`config.mk`:
```
export PLATFORM = sky130hd
export DESIGN_NAME = ldar_ram
export DESIGN_NICKNAME = d
export VERILOG_FILES = /design/src/sv/ldar_ram.sv
export SDC_FILE = /design/constraint.sdc
export NUM_CORES = 1
export LEC_CHECK = 0
export CAP_MARGIN = 20
export CORE_MARGIN = 5
export CORE_UTILIZATION = 51
export CTS_BUF_LIST = sky130_fd_sc_hd__clkbuf_4
export CTS_CLUSTER_SIZE = 8
export DETAILED_ROUTE_END_ITERATION = 7
export DONT_BUFFER_PORTS = 1
export GPL_TIMING_DRIVEN = 0
export HOLD_SLACK_MARGIN = 0.05
export PLACE_DENSITY = 0.67
export SLEW_MARGIN = 10
export SYNTH_ARGS = -nofsm -noshare
export SYNTH_HDL_FRONTEND = slang
export SYNTH_SLANG_ARGS = --single-unit
```
`constraint.sdc`:
```
create_clock -name clk -period 1.7 [get_ports clk]
set_input_delay 0 -clock clk [delete_from_list [all_inputs] [get_ports clk]]
set_output_delay 0 -clock clk [all_outputs]
set_load 0.03 [all_outputs]
```
`src/sv/ldar_ram.sv`:
```
`default_nettype none

module ldar_ram #(
    parameter int WIDTH = 8,
    parameter int DEPTH = 16,
    localparam int ADDR_W = $clog2(DEPTH)
) (
    input  wire logic              clk,
    input  wire logic              we,
    input  wire logic [ADDR_W-1:0] waddr,
    input  wire logic [WIDTH-1:0]  wdata,
    input  wire logic [ADDR_W-1:0] raddr_a,
    output logic      [WIDTH-1:0]  rdata_a,
    input  wire logic [ADDR_W-1:0] raddr_b,
    output logic      [WIDTH-1:0]  rdata_b
);

    logic [WIDTH-1:0] mem [DEPTH];

    // read returns the old word when the same address is written on that edge
    always_ff @(posedge clk)
    begin
        if (we)
        begin
            mem[waddr] <= wdata;
        end
        rdata_a <= mem[raddr_a];
        rdata_b <= mem[raddr_b];
    end

endmodule

`default_nettype wire

```
==> results.yml <==
status:
  outcome: "complete, no violations"
place:
  hpwl_um: 9570
  io_buffers: 0
  routabilityCongestion: 0.767
  place_ws_ps: -12.6
  post_dp_cell_area_um2: 6580
  dp_cells: 476
finish:
  nFillCells: 950
  layoutNonFillerInstCount: 532
  syn2layout_area_growth_pct: 12.4
  drive_gt1_frac: 0.258
  nets: 374
  layout_common_cells: "128 x edfxtp_1, 34 x mux4_2, 32 x a22oi_1, 28 x mux4_1, 25 x dlygate4sd3_1"
  antenna_cells: 0
  post-route-cell-area_um2: 7130
  layout_commonest_cell: "edfxtp_1"
clocking:
  cts.path.max_buffers: 2
  cts_buffers: 17
  cts.sinks: 144
  cts_root_buffer: "clkbuf_4"
  clk_pin_slew_worst_paths_ps: 110
  clk_latency_ps: 530
  htree_levels: 4
  cts_tree: "yes"
detailed_routing:
  drc: 0
  wl_per_cell_um: 27.7
  wl_um: 14700
  first_iter_violations: 366
  dr_total_vias: 3323
  post_drt_via_cell_ratio: 6.25
  firstDrtPassIters: 5
  ant_nets: 0
floorplanning:
  die-height_um: 122
  core_um2: 12100
  dieArea_um2: 14800
  rows: 40
  initial_utilization: 0.524
  pin_count: 38
  die_w_um: 122
logic_synthesis:
  synth.area.top_cells: "edfxtp_1 61%, mux4_2 12%, mux4_1 12%"
  ys_seq_elements: 144
  synth_fp_nets: 329
  synth.distinct_cells: 20
  synthFlopType: "edfxtp_1"
  ys_warn_count: 0
  synth_area_per_cell_um2: 20.7
  synth_top_area_share: 0.606
  netlist_instances: 307
  synth.largest_area_cell: "edfxtp_1"
  syn_area_um2: 6350
  synth_edf_count: 128
  synth-async-reset-ratio: 0
  seq_area_frac_synth: 0.656
critical_path:
  crit_fanout: 8
  arrival_ps: 1850
  cp-end-kind: "flop"
  crit_type: "in -> reg"
  cp.required_ps: 1860
  r2r_start: "mem[3][0]"
  startpoint_type: "input pin"
  startpoint: "waddr[2]"
power_and_ir_drop:
  vdd_drop_max_mv: 0.660
  power_mw: 6.87
  p_per_area_nw_per_um2: 964
  p_leak_nw: 2.36
min_path:
  hold_class: "in -> reg"
  hold_start: "raddr_a[1]"
run:
  maxCapViolCount: 0
timing:
  relSlewSlack: 0.361
  fin_ws_ps: 5.08
  finalCriticalPeriod_ps: 1690
  clock.fmax_mhz: 590
  setup_viol: 0
  final.setup.tns_ps: 0
  drv_slew: 0
  fin_crit_sh: 0.997
  max_slew.worst_pin.slew_ps: 954
  hold_viol: 0
  skew_ps: 11.5
global_routing:
  grt_antenna_before_repair: 0
  grt_usage: 0.214
  grt_pass1_vias: 3498
  grt_max_degree: 17
  grt_pass1_wl_um: 21700
  overflow: 0
-- cell usage after synthesis (4+ instances only) --
| master | count |
|---|---|
| mux4_1 | 28 |
| dfxtp_1 | 16 |
| a22oi_1 | 32 |
| mux4_2 | 34 |
| buf_2 | 6 |
| nor2_1 | 14 |
| buf_6 | 6 |
| nand2_1 | 17 |
| edfxtp_1 | 128 |
| clkdlybuf4s25_2 | 6 |
| nor3_1 | 4 |
-- worst paths after layout --
check | to | slack (ps) | cells after the start
worst max register to register | rdata_a[0] | 200 | 3
worst min register to register | rdata_a[2] | 720 | 3
worst max-delay path | mem[2][1] | 5 | 3
worst min-delay path | rdata_a[2] | 110 | 4
-- logic make-up after synthesis --
logic type      after synthesis  synth area share
compound gates               32            0.0379
simple gates                 47            0.0343
flops                       144             0.656
mux                          64             0.244
buf+inv                      20            0.0272
-- power by group --
| part | total [mW] | internal [mW] | switching (mW) |
|---|---|---|---|
| sequential | 4.09 | 3.96 | 0.133 |
| clock | 2.20 | 1.05 | 1.15 |
| combinational | 0.584 | 0.276 | 0.308 |
-- metal layers --
| metal | vias up | GRT usage | routed length, um |
|---|---|---|---|
| li1 | 1435 | - | - |
| met1 | 1736 | 0.290 | 6070 |
| met2 | 133 | 0.343 | 7480 |
| met3 | 19 | 0.0539 | 908 |
| met4 | 0 | 0.0700 | 278 |
| met5 | - | 0 | 0 |
-- metrics by stage --
stage / util / hold WS, ps
floorplan: - / 98.9
detailed placement: 0.544 / 99.9
CTS: 0.588 / 50.4
global placement: 0.541 / 99.8
finish: 0.589 / 114
global route: 0.589 / 66.5
-- flip-flops by register name, indices dropped and copies added (netlist names) --
| signal | flops |
|---|---|
| rdata_b | 8 |
| rdata_a | 8 |
| mem | 128 |
-- final cells by class --
cell class | count | area (um^2) | area share
buffer | 20 | 173 | 0.0242
clock buffer | 20 | 150 | 0.0210
clock inverter | 11 | 141 | 0.0198
multi-input combinational | 143 | 2030 | 0.285
sequential | 144 | 4160 | 0.584
tap | 168 | 210 | 0.0295
timing repair buffer | 26 | 262 | 0.0367
-- timing repair --
action                                  4_1_cts  5_1_grt
hold buffers                                 24        2
endpoints found under the hold margin       271       24
buffers inserted                              0        0
resized for setup                             0        3
endpoints found under the setup margin        0       20
-- worst max-delay path: stages --
cell and delay, ps:
dlygate4sd3_1 560, or3b_2 550, nor2_1 730
No activity file was read; power rests on OpenSTA's default activity.
