### src/sv/ldar_pkg.sv
`default_nettype none

package ldar_pkg;

    localparam int LEVEL_W  = 8;
    localparam int DUR_W    = 21;
    localparam int CYCLES_W = 20;
    localparam int STEP_W   = 16;
    localparam int PORT_W   = 8;
    localparam int APB_DW   = 32;
    localparam int APB_AW   = 3;

    localparam logic [STEP_W-1:0] STEP_RESET = 16'd182;
    localparam logic [DUR_W-1:0]  DUR_MAX    = {DUR_W{1'b1}};

    // input command codes
    localparam logic CMD_RECORD = 1'b0;
    localparam logic CMD_SAMPLE = 1'b1;

    // register index taken from paddr[2]
    localparam logic REG_STEP_IDX = 1'b0;

    typedef struct packed {
        logic [LEVEL_W-1:0] level;
        logic [DUR_W-1:0]   dur;
    } entry_t;

    localparam int ENTRY_W = $bits(entry_t);

    // result of one sample beat: where the single ring write goes and what it holds
    typedef struct packed {
        logic   advance;   // write at next(read) and move the read index there
        entry_t wdata;
    } sample_upd_t;

endpackage

`default_nettype wire

### src/sv/ldar_sample_calc.sv
`default_nettype none

module ldar_sample_calc
    import ldar_pkg::*;
(
    input  wire entry_t              cur_entry,
    input  wire entry_t              nxt_entry,
    input  wire logic [STEP_W-1:0]   step,
    input  wire logic                next_is_write,
    output sample_upd_t              upd
);

    logic [DUR_W-1:0] step_ext;
    logic [DUR_W:0]   sum;

    assign step_ext = {{(DUR_W-STEP_W){1'b0}}, step};
    assign sum      = {1'b0, nxt_entry.dur} + {1'b0, cur_entry.dur};

    always_comb
    begin
        upd.advance = 1'b0;
        upd.wdata   = cur_entry;
        if (cur_entry.dur > step_ext)
        begin
            upd.wdata.dur = cur_entry.dur - step_ext;
        end
        else if (next_is_write)
        begin
            // ring empty: leftover goes back into the cleared entry
            upd.wdata.level = '0;
            upd.wdata.dur   = cur_entry.dur;
        end
        else
        begin
            // the cleared entry is left stale: it is rewritten by a record before
            // the read index can come back to it
            upd.advance     = 1'b1;
            upd.wdata.level = nxt_entry.level;
            upd.wdata.dur   = sum[DUR_W] ? DUR_MAX : sum[DUR_W-1:0];
        end
    end

endmodule

`default_nettype wire

### config.mk
export PLATFORM = sky130hd
export DESIGN_NAME = ldar_sample_calc
export DESIGN_NICKNAME = d
export VERILOG_FILES = /design/src/sv/ldar_pkg.sv /design/src/sv/ldar_sample_calc.sv
export SDC_FILE = /design/constraint.sdc
export NUM_CORES = 1
export LEC_CHECK = 0
export BUFFER_PORTS_ARGS = -buffer_cell sky130_fd_sc_hd__buf_2
export CORE_MARGIN = 1.5
export CORE_UTILIZATION = 50
export DETAILED_ROUTE_END_ITERATION = 8
export PLACE_DENSITY = 0.93
export SETUP_SLACK_MARGIN = 0.02
export SLEW_MARGIN = 0
export SYNTH_ARGS = -nofsm -noshare
export SYNTH_HDL_FRONTEND = slang
export SYNTH_SLANG_ARGS = --single-unit
### constraint.sdc
create_clock -name vclk -period 3.5
set_clock_uncertainty 0.2 [all_clocks]
set_input_delay 0.35 -clock vclk [all_inputs]
set_output_delay 0.35 -clock vclk [all_outputs]
set_load 0.01 [all_outputs]
==> results.cfg <==
[outcome]
run_status = complete, no violations

[synth]
synthCells = 372
synth_warnings = 0
syn-mean-instance-area_um2 = 6.946
synth.distinct_cells = 63
syn_nets = 486
syn_area_um2 = 2584
ys_seq_area_share_pct = 0

[grt]
top_usage_layer = met2
grt_pass1_vias = 2931
antenna_found_initial = 0
grt-ovfl-total = 0
grt_start_max_net_pins = 34
grt_pass1_wl_mm = 12.73
gr-usage-met1_pct = 35.47
track_usage_pct = 28.07
gr-usage-met2_pct = 52.70
grt_use_met3_pct = 1.071

[job]
max-cap-violations = 0

[pwr]
vdd_drop_max_mv = 0.09958
power_density_nw_per_um2 = 187.1
finalPower_mw = 0.5938
p_leak_nw = 1.615

[die]
die_w_um = 74.89
core-area_um2 = 4848
die_area_um2 = 5608
start_util_pct = 53.29
ioPinCount = 105
die_h_um = 74.89
rows = 25

[timing]
finalSetupViolCount = 0
maxSlewViolCount = 0
max_slew.worst_pin.slew_ps = 456.4
finalHoldViolations = 0
max_clock_freq_ghz = 0.3012
setup_slack_ps = 179.4
layout_min_cycle_time_ps = 3321
rsz0062_at_grt = no
relSlewSlack_pct = 69.54
finalCritPeriodShare_pct = 94.87
tns_ps = 0

[setup_path]
worstPathMaxFanout = 4
cp.required_ps = 2950
arrival_ps = 2770
max_stage_delay_ps = 350
cp-start-kind = input port
crit_path_end_kind = output port
cp_slowest_cell = o31a_1
crit_buf_inv = 3
crit_family = compound AO/OA/AOI/OAI gates
timing.critical_path.cells = buf_2 > ha_1 > inv_1 > fa_2 > nor2b_2 > o31a_1 > o21ai_1 > o21ai_1 > a211o_1 > a41o_1 > xnor2_1 > a21oi_1 > buf_2
worst-setup-path-type = input port to output port

[detailed_routing]
wl_per_cell_um = 15.05
drtIter0Drc = 163
drc = 0
first_pass_iters = 5
routed_wl_mm = 8.080
vias_per_cell = 5.972
num_vias = 3207
detail-route-antenna-nets = 0

[layout]
n_antenna_cell = 0
syn2layout_area_growth_pct = 22.86
fill_cells = 431
final_net_count = 586
nFlopsAndLatches = 0
clkbuf_count = 0
final_cell_area_um2 = 3174
final-seq-area_um2 = 0
layout-drive-gt1-share_pct = 27.45

[worst_hold_path]
worstHoldPathType = input port to output port

[place]
place_ws_ps = 137.0
placed_area_um2 = 3144
dp_hpwl_mm = 6.600
gp_routability_congestion = 0.9710
portBuffers = 105

[clock_network]
hold_buffers = 0
layout make-up:
cell class / count / area (um^2) / area share, %
multi-input cells: 324 / 2392 / 75.36
well taps: 67 / 83.83 / 2.641
repair buffers: 110 / 563.0 / 17.74
inverters: 36 / 135.1 / 4.257
cells by family after synthesis:
logic type / share of synthesized area, %
compound gates: 41.94
simple gates: 19.56
buf+inv: 7.990
fa+ha+maj: 19.47
xor+xnor: 9.830
mux: 1.211
worst paths after layout:
check	from	to	slack [ps]	depth (start not counted)
worst max-delay path	cur_entry[0]	upd[16]	180	13
worst min-delay path	nxt_entry[21]	upd[21]	820	4
cells in the mapped netlist, types with 2 or more instances:
cell      instances  area [um^2]
ha_1             37        462.9
inv_1            35        131.4
a21oi_1          32        160.2
o21ai_0          29        145.1
nor2_1           19        71.32
a21o_1           17        127.6
nand2_1          17        63.81
xor2_1           17        148.9
nand3_1          12        60.06
xnor2_1          12        105.1
nor3_1           11        55.05
nand2b_1         10        62.56
nor2b_1          10        62.56
o21ai_1          10        50.05
o21a_1            8        60.06
o221ai_1          8        70.07
o22ai_1           8        50.05
buf_2             6        30.03
a211o_1           5        43.79
o211ai_1          4        30.03
or3_1             4        25.02
a31oi_1           3        18.77
clkbuf_1          3        11.26
o21bai_1          3        22.52
o31a_1            3        26.28
a211oi_1          2        15.01
a21oi_2           2        17.52
and2_1            2        12.51
and3_1            2        12.51
buf_6             2        22.52
fa_1              2        40.04
mux2i_1           2        20.02
nand4_1           2        12.51
o311ai_1          2        17.52
o31ai_1           2        15.01
or2_2             2        12.51
metrics by stage:
stage,hold WS (ps),utilization [%],instances
finish,815.0,65.47,537
global route,860.0,65.47,537
CTS,817.9,64.85,535
detailed placement,818.3,64.85,535
global placement,808.1,64.85,535
floorplan,663.5,-,372
report_power, final:
part	total [mW]	leakage [nW]	switching (mW)	internal, mW
Sequential	0	0	0	0
Clock	0	0	0	0
Combinational	0.594	1.61	0.333	0.260
Total	0.594	1.61	0.333	0.260
cells in the final DEF, fill, tap and decap left out, types with 11 or more instances in the layout:
| cell type | n |
|---|---|
| ha_1 | 37 |
| nor3_1 | 11 |
| nor2_1 | 19 |
| xnor2_1 | 12 |
| buf_2 | 105 |
| nand3_1 | 12 |
| a21oi_1 | 31 |
| nand2_1 | 17 |
| xor2_1 | 17 |
| a21o_1 | 17 |
| inv_1 | 35 |
| o21ai_0 | 29 |
routing by layer:
metal	part of all wire (%)	up-vias
li1	-	1584
met1	42	1455
met2	49	154
met3	7.0	14
met4	1.3	0
met5	0	-
worst min-delay path, cell delays in order:
cell and delay, ps:
buf_2 70, nand3_1 60, o21ai_0 60, buf_2 120
repair_timing:
item / in CTS / in global routing
setup endpoints to repair: 0 / 10
setup buffers: 0 / 2
resized for setup: 0 / 4
No activity file was read; power rests on OpenSTA's default activity.
